===== config.mk =====
export PLATFORM = sky130hd
export DESIGN_NAME = bitmap_position_bit_packer_unit
export DESIGN_NICKNAME = d
export VERILOG_FILES = /design/src/design/bpbp_pkg.sv /design/src/design/bitmap_position_bit_packer_unit.sv /design/src/design/bpbp_fifo.sv /design/src/design/bpbp_front.sv /design/src/design/bpbp_back.sv
export SDC_FILE = /design/constraint.sdc
export NUM_CORES = 1
export LEC_CHECK = 0
export ABC_AREA = 1
export BUFFER_PORTS_ARGS = -buffer_cell sky130_fd_sc_hd__buf_2
export CORE_MARGIN = 2
export CORE_UTILIZATION = 30
export DETAILED_ROUTE_END_ITERATION = 16
export SLEW_MARGIN = 20
export SYNTH_ARGS = -nofsm -noshare
export SYNTH_HDL_FRONTEND = slang
export SYNTH_SLANG_ARGS = --single-unit

===== constraint.sdc =====
create_clock -name clk_i -period 3.54 [get_ports clk_i]
set_input_delay 0.177 -clock clk_i [delete_from_list [all_inputs] [get_ports clk_i]]
set_output_delay 0.177 -clock clk_i [all_outputs]
set_load 0.05 [all_outputs]

===== src/design/bpbp_pkg.sv =====
`default_nettype none
package bpbp_pkg;

  localparam int unsigned PosW        = 32;
  localparam int unsigned MaxCodeBits = 32;
  localparam int unsigned CntW        = 6;
  // bit buffer: up to seven leftover bits plus one full code
  localparam int unsigned BufW        = 40;
  localparam int unsigned QueueDepth  = 4;
  localparam int unsigned QueuePtrW   = $clog2(QueueDepth);

  typedef enum logic [2:0] {
    RegSelect = 3'd0,
    RegStart  = 3'd1,
    RegBase   = 3'd2,
    RegEnd    = 3'd3,
    RegWidth  = 3'd4
  } reg_idx_e;

  typedef struct packed {
    logic            select_clear;
    logic [PosW-1:0] base_offset;
    logic [PosW-1:0] end_pos;
  } cfg_t;

  // one scanned bitmap bit; eoi closes the input byte it came from
  typedef struct packed {
    logic            has_code;
    logic [PosW-1:0] code;
    logic            eoi;
    logic            fin;
  } entry_t;

endpackage
`default_nettype wire


===== src/design/bitmap_position_bit_packer_unit.sv =====
// bitmap position bit packer
// input channel: one bitmap byte per transaction (map_byte_i, bit 7 is the
// lowest position) and final_byte_i, which closes the stream. output channel:
// one packed byte per transaction, with run_last_o on the last byte caused by
// an input byte and stream_end_o on the last byte of a final input.
// both channels move a transaction on a clock edge with valid high and stall
// low. configuration is written over the apb port; the user must write it
// only while the unit is idle, the unit itself does not enforce this.
// the front scans one bitmap bit per cycle while the queue is not full, and
// a new input byte is taken in the same cycle its last bit is queued. the
// back packs one queued bit or emits one byte per cycle while the output is
// not stalled, and closes each input in a step of its own (after a padded
// flush step on a final input with a partial byte); wide codes take a step
// for each further output byte. a 4-entry queue lets the two run apart.
// a completed byte passes through a hold register and then the output
// register; the last byte of an input moves on when the back closes that input.
// reset clears the registers (code width 8), the position counter and the
// partial byte. a stalled output holds its byte; the back and then the queue
// and the front fill up and in_stall_o rises.
`default_nettype none
module bitmap_position_bit_packer_unit (
  input  wire logic        clk_i,
  input  wire logic        rst_ni,
  input  wire logic        psel,
  input  wire logic        penable,
  input  wire logic        pwrite,
  input  wire logic [4:0]  paddr,
  input  wire logic [31:0] pwdata,
  output logic [31:0]      prdata,
  output logic             pready,
  input  wire logic        in_valid_i,
  output logic             in_stall_o,
  input  wire logic [7:0]  map_byte_i,
  input  wire logic        final_byte_i,
  output logic             out_valid_o,
  input  wire logic        out_stall_i,
  output logic [7:0]       packed_byte_o,
  output logic             run_last_o,
  output logic             stream_end_o
);

  localparam int unsigned PosW = bpbp_pkg::PosW;
  localparam int unsigned CntW = bpbp_pkg::CntW;

  logic                sel_q;
  logic [PosW-1:0]     start_q;
  logic [PosW-1:0]     base_q;
  logic [PosW-1:0]     endp_q;
  logic [CntW-1:0]     cw_q;
  logic [CntW-1:0]     width_eff;
  logic                wr_en;
  logic                start_load;
  bpbp_pkg::reg_idx_e  reg_idx;
  bpbp_pkg::cfg_t      cfg;
  logic                in_ready;
  logic                push, pop, full, empty;
  bpbp_pkg::entry_t    push_entry, head;

  assign pready     = 1'b1;
  assign wr_en      = psel && penable && pwrite;
  assign reg_idx    = bpbp_pkg::reg_idx_e'(paddr[4:2]);
  assign start_load = wr_en && reg_idx == bpbp_pkg::RegStart;

  always_ff @(posedge clk_i or negedge rst_ni) begin
    if (!rst_ni) begin
      sel_q   <= 1'b0;
      start_q <= '0;
      base_q  <= '0;
      endp_q  <= '0;
      cw_q    <= CntW'(8);
    end else if (wr_en) begin
      case (reg_idx)
        bpbp_pkg::RegSelect: sel_q   <= pwdata[0];
        bpbp_pkg::RegStart:  start_q <= pwdata;
        bpbp_pkg::RegBase:   base_q  <= pwdata;
        bpbp_pkg::RegEnd:    endp_q  <= pwdata;
        bpbp_pkg::RegWidth:  cw_q    <= pwdata[CntW-1:0];
        default: ;
      endcase
    end
  end

  always_comb begin
    case (reg_idx)
      bpbp_pkg::RegSelect: prdata = {31'b0, sel_q};
      bpbp_pkg::RegStart:  prdata = start_q;
      bpbp_pkg::RegBase:   prdata = base_q;
      bpbp_pkg::RegEnd:    prdata = endp_q;
      bpbp_pkg::RegWidth:  prdata = {{(32-CntW){1'b0}}, cw_q};
      default:             prdata = '0;
    endcase
  end

  // zero width codes as one bit, wide ones are capped
  always_comb begin
    if (cw_q == '0) begin
      width_eff = CntW'(1);
    end else if (cw_q > CntW'(bpbp_pkg::MaxCodeBits)) begin
      width_eff = CntW'(bpbp_pkg::MaxCodeBits);
    end else begin
      width_eff = cw_q;
    end
  end

  always_comb begin
    cfg.select_clear = sel_q;
    cfg.base_offset  = base_q;
    cfg.end_pos      = endp_q;
  end

  assign in_stall_o = !in_ready;

  bpbp_front u_front (
    .clk_i         (clk_i),
    .rst_ni        (rst_ni),
    .cfg_i         (cfg),
    .start_load_i  (start_load),
    .start_value_i (pwdata),
    .start_pos_i   (start_q),
    .in_valid_i    (in_valid_i),
    .in_ready_o    (in_ready),
    .map_byte_i    (map_byte_i),
    .final_byte_i  (final_byte_i),
    .push_o        (push),
    .entry_o       (push_entry),
    .full_i        (full)
  );

  bpbp_fifo u_fifo (
    .clk_i   (clk_i),
    .rst_ni  (rst_ni),
    .push_i  (push),
    .entry_i (push_entry),
    .full_o  (full),
    .pop_i   (pop),
    .head_o  (head),
    .empty_o (empty)
  );

  bpbp_back u_back (
    .clk_i         (clk_i),
    .rst_ni        (rst_ni),
    .width_i       (width_eff),
    .head_i        (head),
    .empty_i       (empty),
    .pop_o         (pop),
    .out_valid_o   (out_valid_o),
    .out_stall_i   (out_stall_i),
    .packed_byte_o (packed_byte_o),
    .run_last_o    (run_last_o),
    .stream_end_o  (stream_end_o)
  );

endmodule
`default_nettype wire


===== src/design/bpbp_fifo.sv =====
`default_nettype none
module bpbp_fifo (
  input  wire logic            clk_i,
  input  wire logic            rst_ni,
  input  wire logic            push_i,
  input  wire bpbp_pkg::entry_t entry_i,
  output logic                 full_o,
  input  wire logic            pop_i,
  output bpbp_pkg::entry_t     head_o,
  output logic                 empty_o
);

  bpbp_pkg::entry_t mem_q [bpbp_pkg::QueueDepth];
  logic [bpbp_pkg::QueuePtrW-1:0] wr_q, rd_q;
  logic [bpbp_pkg::QueuePtrW:0]   cnt_q;

  assign full_o  = cnt_q == (bpbp_pkg::QueuePtrW+1)'(bpbp_pkg::QueueDepth);
  assign empty_o = cnt_q == '0;
  assign head_o  = mem_q[rd_q];

  always_ff @(posedge clk_i) begin
    if (push_i) begin
      mem_q[wr_q] <= entry_i;
    end
  end

  always_ff @(posedge clk_i or negedge rst_ni) begin
    if (!rst_ni) begin
      wr_q  <= '0;
      rd_q  <= '0;
      cnt_q <= '0;
    end else begin
      if (push_i) begin
        wr_q <= wr_q + 1'b1;
      end
      if (pop_i) begin
        rd_q <= rd_q + 1'b1;
      end
      case ({push_i, pop_i})
        2'b10:   cnt_q <= cnt_q + 1'b1;
        2'b01:   cnt_q <= cnt_q - 1'b1;
        default: cnt_q <= cnt_q;
      endcase
    end
  end

endmodule
`default_nettype wire


===== src/design/bpbp_front.sv =====
`default_nettype none
module bpbp_front (
  input  wire logic                      clk_i,
  input  wire logic                      rst_ni,
  input  wire bpbp_pkg::cfg_t            cfg_i,
  input  wire logic                      start_load_i,
  input  wire logic [bpbp_pkg::PosW-1:0] start_value_i,
  input  wire logic [bpbp_pkg::PosW-1:0] start_pos_i,
  input  wire logic                      in_valid_i,
  output logic                           in_ready_o,
  input  wire logic [7:0]                map_byte_i,
  input  wire logic                      final_byte_i,
  output logic                           push_o,
  output bpbp_pkg::entry_t               entry_o,
  input  wire logic                      full_i
);

  logic                      busy_q;
  logic [2:0]                idx_q;
  logic [7:0]                map_q;
  logic                      final_q;
  logic [bpbp_pkg::PosW:0]   pos_q;
  logic                      last_bit;
  logic                      selected;
  logic                      in_range;
  logic                      accept;

  assign last_bit   = idx_q == 3'd7;
  assign push_o     = busy_q && !full_i;
  assign in_ready_o = !busy_q || (last_bit && !full_i);
  assign accept     = in_valid_i && in_ready_o;

  // bit 7 of the map byte is the lowest position
  assign selected = map_q[3'd7 - idx_q] ^ cfg_i.select_clear;
  assign in_range = (pos_q >= {1'b0, cfg_i.base_offset}) &&
                    (pos_q <= {1'b0, cfg_i.end_pos});

  always_comb begin
    entry_o.has_code = selected && in_range;
    entry_o.code     = pos_q[bpbp_pkg::PosW-1:0] - cfg_i.base_offset;
    entry_o.eoi      = last_bit;
    entry_o.fin      = last_bit && final_q;
  end

  always_ff @(posedge clk_i or negedge rst_ni) begin
    if (!rst_ni) begin
      busy_q  <= 1'b0;
      idx_q   <= '0;
      map_q   <= '0;
      final_q <= 1'b0;
      pos_q   <= '0;
    end else begin
      if (start_load_i) begin
        pos_q <= {1'b0, start_value_i};
      end
      if (push_o) begin
        idx_q <= idx_q + 1'b1;
        // saturate at the top of the position space
        if (!pos_q[bpbp_pkg::PosW]) begin
          pos_q <= pos_q + 1'b1;
        end
        if (last_bit) begin
          busy_q <= 1'b0;
          if (final_q) begin
            pos_q <= {1'b0, start_pos_i};
          end
        end
      end
      if (accept) begin
        busy_q  <= 1'b1;
        idx_q   <= '0;
        map_q   <= map_byte_i;
        final_q <= final_byte_i;
      end
    end
  end

endmodule
`default_nettype wire


===== src/design/bpbp_back.sv =====
`default_nettype none
module bpbp_back (
  input  wire logic                      clk_i,
  input  wire logic                      rst_ni,
  input  wire logic [bpbp_pkg::CntW-1:0] width_i,
  input  wire bpbp_pkg::entry_t          head_i,
  input  wire logic                      empty_i,
  output logic                           pop_o,
  output logic                           out_valid_o,
  input  wire logic                      out_stall_i,
  output logic [7:0]                     packed_byte_o,
  output logic                           run_last_o,
  output logic                           stream_end_o
);

  localparam int unsigned BufW = bpbp_pkg::BufW;
  localparam int unsigned CntW = bpbp_pkg::CntW;
  localparam int unsigned PosW = bpbp_pkg::PosW;

  logic [BufW-1:0] buf_q, buf_d;
  logic [CntW-1:0] cnt_q, cnt_d;
  logic            eoi_q, eoi_d;
  logic            fin_q, fin_d;
  logic            hold_valid_q, hold_valid_d;
  logic [7:0]      hold_q, hold_d;
  logic            o_valid_q, o_valid_d;
  logic [7:0]      o_byte_q, o_byte_d;
  logic            o_last_q, o_last_d;
  logic            o_end_q, o_end_d;

  logic            adv;
  logic            produce;
  logic [7:0]      pbyte;
  logic [PosW-1:0] code_l;
  logic [BufW-1:0] merged;
  logic [CntW-1:0] total;

  assign adv = !o_valid_q || !out_stall_i;

  // code left-aligned, then placed after the leftover bits
  assign code_l = head_i.code << (CntW'(PosW) - width_i);
  assign merged = buf_q | ({code_l, 8'b0} >> cnt_q[2:0]);
  assign total  = cnt_q + width_i;

  always_comb begin
    buf_d        = buf_q;
    cnt_d        = cnt_q;
    eoi_d        = eoi_q;
    fin_d        = fin_q;
    hold_valid_d = hold_valid_q;
    hold_d       = hold_q;
    o_valid_d    = o_valid_q && out_stall_i;
    o_byte_d     = o_byte_q;
    o_last_d     = o_last_q;
    o_end_d      = o_end_q;
    pop_o        = 1'b0;
    produce      = 1'b0;
    pbyte        = buf_q[BufW-1 -: 8];
    if (adv) begin
      if (cnt_q >= CntW'(8)) begin
        produce = 1'b1;
        buf_d   = buf_q << 8;
        cnt_d   = cnt_q - CntW'(8);
      end else if (eoi_q) begin
        if (fin_q && cnt_q != '0) begin
          // padded flush of the partial byte
          produce = 1'b1;
          buf_d   = '0;
          cnt_d   = '0;
        end else begin
          eoi_d = 1'b0;
          if (hold_valid_q) begin
            o_valid_d    = 1'b1;
            o_byte_d     = hold_q;
            o_last_d     = 1'b1;
            o_end_d      = fin_q;
            hold_valid_d = 1'b0;
          end
        end
      end else if (!empty_i) begin
        pop_o = 1'b1;
        eoi_d = head_i.eoi;
        fin_d = head_i.fin;
        if (head_i.has_code) begin
          if (total >= CntW'(8)) begin
            produce = 1'b1;
            pbyte   = merged[BufW-1 -: 8];
            buf_d   = merged << 8;
            cnt_d   = total - CntW'(8);
          end else begin
            buf_d = merged;
            cnt_d = total;
          end
        end
      end
    end
    // a byte waits in hold until it is known whether it ends its input
    if (produce) begin
      if (hold_valid_q) begin
        o_valid_d = 1'b1;
        o_byte_d  = hold_q;
        o_last_d  = 1'b0;
        o_end_d   = 1'b0;
      end
      hold_d       = pbyte;
      hold_valid_d = 1'b1;
    end
  end

  always_ff @(posedge clk_i or negedge rst_ni) begin
    if (!rst_ni) begin
      buf_q        <= '0;
      cnt_q        <= '0;
      eoi_q        <= 1'b0;
      fin_q        <= 1'b0;
      hold_valid_q <= 1'b0;
      o_valid_q    <= 1'b0;
    end else begin
      buf_q        <= buf_d;
      cnt_q        <= cnt_d;
      eoi_q        <= eoi_d;
      fin_q        <= fin_d;
      hold_valid_q <= hold_valid_d;
      o_valid_q    <= o_valid_d;
    end
  end

  always_ff @(posedge clk_i) begin
    hold_q   <= hold_d;
    o_byte_q <= o_byte_d;
    o_last_q <= o_last_d;
    o_end_q  <= o_end_d;
  end

  assign out_valid_o   = o_valid_q;
  assign packed_byte_o = o_byte_q;
  assign run_last_o    = o_last_q;
  assign stream_end_o  = o_end_q;

  a_cnt_range : assert property (@(posedge clk_i) disable iff (!rst_ni)
    cnt_q <= CntW'(39))
    else $error("bit buffer count out of range");

  a_pop_clean : assert property (@(posedge clk_i) disable iff (!rst_ni)
    pop_o |-> (!eoi_q && cnt_q < CntW'(8)))
    else $error("queue popped while bytes or end of input pending");

  a_final_empty : assert property (@(posedge clk_i) disable iff (!rst_ni)
    ($fell(eoi_q) && $past(fin_q)) |-> (cnt_q == '0 && !hold_valid_q))
    else $error("bits left over after end of stream");

  a_end_is_last : assert property (@(posedge clk_i) disable iff (!rst_ni)
    (o_valid_q && o_end_q) |-> o_last_q)
    else $error("stream end without run last");

endmodule
`default_nettype wire

==> metrics.md <==
| Metric | Value |
|---|---|
| Outcome | `completed` |
| TNS Setup | `0 ns` |
| Worst stage delay on the critical path | `0.43 ns` |
| FILL cells | `~8000` |
| Switching power total | `13.1 mW` |
| Wire length of the first global-routing pass | `106000 microns` |
| CTS Root Cell | `sky130_fd_sc_hd__clkbuf_16` |
| Element type at the critical path start | `register` |
| PortBufs | `94` |
| Area added between synthesis and finish | `14.9%` |
| Post-synthesis async set-or-reset flop share | `56.5%` |
| Biggest area contributors in the synthesized netlist | `sky130_fd_sc_hd__dfrtp_1 (22%), sky130_fd_sc_hd__edfxtp_1 (19%), sky130_fd_sc_hd__nand2_1 (13%)` |
| Std cell rows | `101` |
| Yosys top cell by area | `sky130_fd_sc_hd__dfrtp_1` |
| Vias in the first global route | `slightly below 20000` |
| Synth Instances | `3036` |
| Layout cells sized above 1 | `8.78%` |
| Final Critical Period | `3.25 ns` |
| Cell with the most instances on the worst path | `sky130_fd_sc_hd__nand2_1` |
| Bufs on Longest Clock Path | `3` |
| DR vias | `20700` |
| Buf+Inv Stages, Crit Path | `1` |
| Antenna Nets Post-Route | `0` |
| Worst Hold Margin | `0.0515 ns` |
| Max-cap violations | `0` |
| Max stage delay cell, worst path | `sky130_fd_sc_hd__fa_1` |
| Synthesized Nets | `around 3200` |
| Arrival time of data at the critical path endpoint | `3.63 ns` |
| Placed instance count | `roughly 4100` |
| First DRT Iteration DRCs | `approximately 1700` |
| Clock tree from TritonCTS | `built` |
| Global-route usage over all layers | `16.7%` |
| # DRC | `0` |
| Main flop type after synthesis | `sky130_fd_sc_hd__dfrtp_1` |
| Number of synthesized register bits | `363` |
| Clock buffers created by TritonCTS | `41` |
| Post-synth EDFFs | `148` |
| Upper clock frequency limit | `308 MHz` |
| Largest clock skew in the final design | `0.0539 ns` |
| Antenna fix cells | `0` |
| Maximum number of pins on one net before global-route repair | `106` |
| Final period utilization | `between 90% and 100%` |
| Power Dens Cells | `about 1000 mW/mm^2` |
| Number of warnings issued by yosys | `0` |
| Number of levels the H-tree was split into | `2` |
| Tightest Hold Check Type | `in -> reg` |
| Sequential share of the synthesized area | `a little over two fifths` |
| Number of iterations in the first detailed-routing pass | `6` |
| Share of total power in sequential cells | `28.9%` |
| Number of distinct library cells after synthesis | `62` |
| Post-synthesis share of cell area spent on and, or, nand and nor gates | `28.5%` |
| Initial cell density of the core | `between 30 and 40%` |
| Fin cells | `4185` |
| Post-detailed-routing wire length | `between 60000 and 70000 microns` |
| Average size of a mapped cell | `7.59 sq um` |
| Fraction of synthesized area in multiplexers | `0%` |
| Total area of multi-input combinational cells | `~0.011 sq mm` |
| Area of all placed cells without fillers | `0.0265 sq mm` |
| Clock input transition at the sequential cells of the worst setup and hold paths | `about 0.060 ns` |
| Series of cell instances along the critical path | `inv_1 > ha_1 > fa_1 > nor2_1 > nor2_1 > o21ai_1 > nand2_1 > nand2_1 > nand2_1 > nand2_1 > nand2_1 > nand2_1 > nand2_1 > nand2_1 > nand2_1 > nand2_1 > nand3_1 > o211ai_1 > nand2_1 > nand2_1 > xor2_2` |
| Xor-xnor portion of the synthesized cell area | `roughly 2.6%` |
| Clock network power share | `16.4%` |
| Cell family with most CP delay | `simple AND/OR/NAND/NOR gates` |
| Total Die Area | `0.0791 sq mm` |
| Count of pins on the block boundary | `98` |
| Clock Latency Late Sink | `0.61 ns` |
| Class of the most critical setup path | `reg -> reg` |
| CORE AREA | `0.0759 sq mm` |
| Initial antenna violation count | `1` |
| WP data required | `3.92 ns` |
| Relative slew slack | `about 39%` |
| Share of the synthesized area in the top cell type | `22.1%` |
| Slew Limit Fails | `0` |
| Routability congestion estimate from global placement | `0.907` |
| Die extent in x | `281 microns` |
| Total number of nets in the final design | `3258` |
| Commonest cells in the synthesized netlist | `sky130_fd_sc_hd__nand2_1 (788), sky130_fd_sc_hd__nand3_1 (445), sky130_fd_sc_hd__inv_1 (334)` |
| Flip-flop and latch area | `0.00978 sq mm` |
| Number of clock sinks | `around 360` |
| Share of the synthesized area in compound gates (AO/OA/AOI/OAI) | `13.0%` |
| Half-perimeter wire length of the detailed placement result | `47100 microns` |
| Vertical extent of the die | `281 microns` |
| Proportion of power drawn by combinational gates | `54.7%` |
| Setup crit end kind | `register` |
| CP max FO | `4` |
| Adder-cell share of the synthesized area | `under 10%` |
| Grt ovf | `0` |
| Cell with the most instances after synthesis | `sky130_fd_sc_hd__nand2_1` |
| Leakage dissipation | `12.2 nW` |
| Number of hold violations in the final report | `0` |
| Unrepaired setup endpoints after global routing | `false` |
| Vias per cell | `4.94` |
| Internal power | `14.3 mW` |
| Area post-placement | `0.0246 sq mm` |
| Largest family of logic cells by synthesized area | `simple AND/OR/NAND/NOR gates` |
| Slew of the pin with the lowest slew margin | `between 0.8 and 0.9 ns` |
| Detail-routed net length per standard cell | `around 16 microns` |
| Net Sw Frac | `between 40 and 50%` |
| VDD IR-drop max | `489 uV` |
| Post-Syn Area | `0.0230 sq mm` |
| Final setup violation count | `0` |
-- metrics by stage --
| step | power, mW | setup WS (ns) | util, % |
|---|---|---|---|
| 6_report | 27.4 | 0.294 | 34.9 |
| 3_5_place_dp | 22.7 | 0.123 | 32.4 |
| 4_1_cts | 27.3 | 0.0815 | 34.8 |
| 5_1_grt | 29.7 | 0.0119 | 34.9 |
| 3_3_place_gp | 22.6 | 0.116 | 32.4 |
| 2_1_floorplan | 18.7 | 0.518 | - |
-- what timing repair did --
item                                   4_1_cts  5_1_grt
resized for setup                            0       11
hold buffers                                44        0
setup endpoints to repair                    0       35
setup buffers                                0        1
endpoints found under the hold margin      217        0
-- power groups by stage --
stage	combinational, mW	sequential [mW]	clock, mW
finish	15.0	7.91	4.48
global placement	14.6	7.92	0
detailed placement	14.8	7.97	0
floorplan	10.8	7.89	0
CTS	14.9	7.90	4.56
global route	16.9	8.11	4.72
-- final timing paths --
| path | endpoint | slack, ns | cells after the start | startpoint |
|---|---|---|---|---|
| max | u_fifo.mem_q[3][32]$_DFFE_PP_ | 0.29 | 21 | u_front.pos_q[0]$_DFF_PN0_ |
| min | sel_q$_DFFE_PN0P_ | 0.05 | 4 | paddr[2] |
| max reg2reg | u_fifo.mem_q[3][32]$_DFFE_PP_ | 0.29 | 21 | u_front.pos_q[0]$_DFF_PN0_ |
| min reg2reg | u_back.stream_end_o$_DFF_P_ | 0.46 | 2 | u_back.stream_end_o$_DFF_P_ |
| max in group asynchronous | u_back.buf_q[35]$_DFFE_PN0P_ | 2.23 | 3 | rst_ni |
| min in group asynchronous | base_q[14]$_DFFE_PN0P_ | 0.29 | 2 | rst_ni |
-- cell type report --
class	count	area share [%]
clock inverters	26	1.28
clock buffers	50	4.04
multi-input cells	2174	42.6
repair inverters	1	0.0284
repair buffers	189	5.24
well taps	1030	4.87
inverters	352	5.03
flip-flops and latches	363	36.9
-- state kept, by name, summed over array words and instances (netlist names), 2 cells and up --
register              count
base_q                   32
cw_q                      6
endp_q                   32
start_q                  32
u_back.buf_q             39
u_back.cnt_q              6
u_back.hold_q             8
u_back.packed_byte_o      8
u_fifo.cnt_q              3
u_fifo.mem_q            140
u_fifo.rd_q               2
u_fifo.wr_q               2
u_front.idx_q             3
u_front.map_q             8
u_front.pos_q            33
-- cells in the final DEF (no fill, tap or decap), types with 13 or more instances in the layout --
cell type                       instances
sky130_fd_sc_hd__a21oi_1              149
sky130_fd_sc_hd__o211ai_1              14
sky130_fd_sc_hd__a22oi_1               25
sky130_fd_sc_hd__dfrtp_1              202
sky130_fd_sc_hd__nor2_1               156
sky130_fd_sc_hd__buf_4                 43
sky130_fd_sc_hd__o21ai_0              200
sky130_fd_sc_hd__nand2_2               13
sky130_fd_sc_hd__ha_1                  80
sky130_fd_sc_hd__edfxtp_1             148
sky130_fd_sc_hd__nand3_1              444
sky130_fd_sc_hd__o21bai_1              26
sky130_fd_sc_hd__inv_1                334
sky130_fd_sc_hd__dlygate4sd3_1         44
sky130_fd_sc_hd__xnor2_1               18
sky130_fd_sc_hd__buf_2                 93
sky130_fd_sc_hd__nor3_1                14
sky130_fd_sc_hd__nand2_1              786
sky130_fd_sc_hd__or2_2                 13
sky130_fd_sc_hd__o221ai_1              21
sky130_fd_sc_hd__o22ai_1               23
sky130_fd_sc_hd__clkbuf_16             41
sky130_fd_sc_hd__xor2_1                45
sky130_fd_sc_hd__nand4_1               41
-- metal layers --
layer / GRT usage (%) / vias up / routed length (microns)
met4: 4.18 / 2 / 1300
met5: 0 / - / 10
met1: 22.9 / 9630 / 30900
li1: - / 10400 / -
met3: 2.13 / 87 / 3200
met2: 27.8 / 568 / 31100
-- worst min-delay path, stage by stage --
cell	delay [ns]
sky130_fd_sc_hd__buf_2	0.11
sky130_fd_sc_hd__nor2_1	0.10
sky130_fd_sc_hd__nand3_1	0.12
sky130_fd_sc_hd__o21ai_0	0.07
-- kinds of logic (layout without fill, tap and decap cells) --
family,count (synthesis),count (layout)
and+or+nand+nor,1507,1507
AOI/OAI and AO/OA,517,517
buffers and inverters,499,618
DFF,363,363
adders and majority gates,83,83
xor gates and xnor gates,66,66
other,1,1
Power figures use the tool's default switching activity.
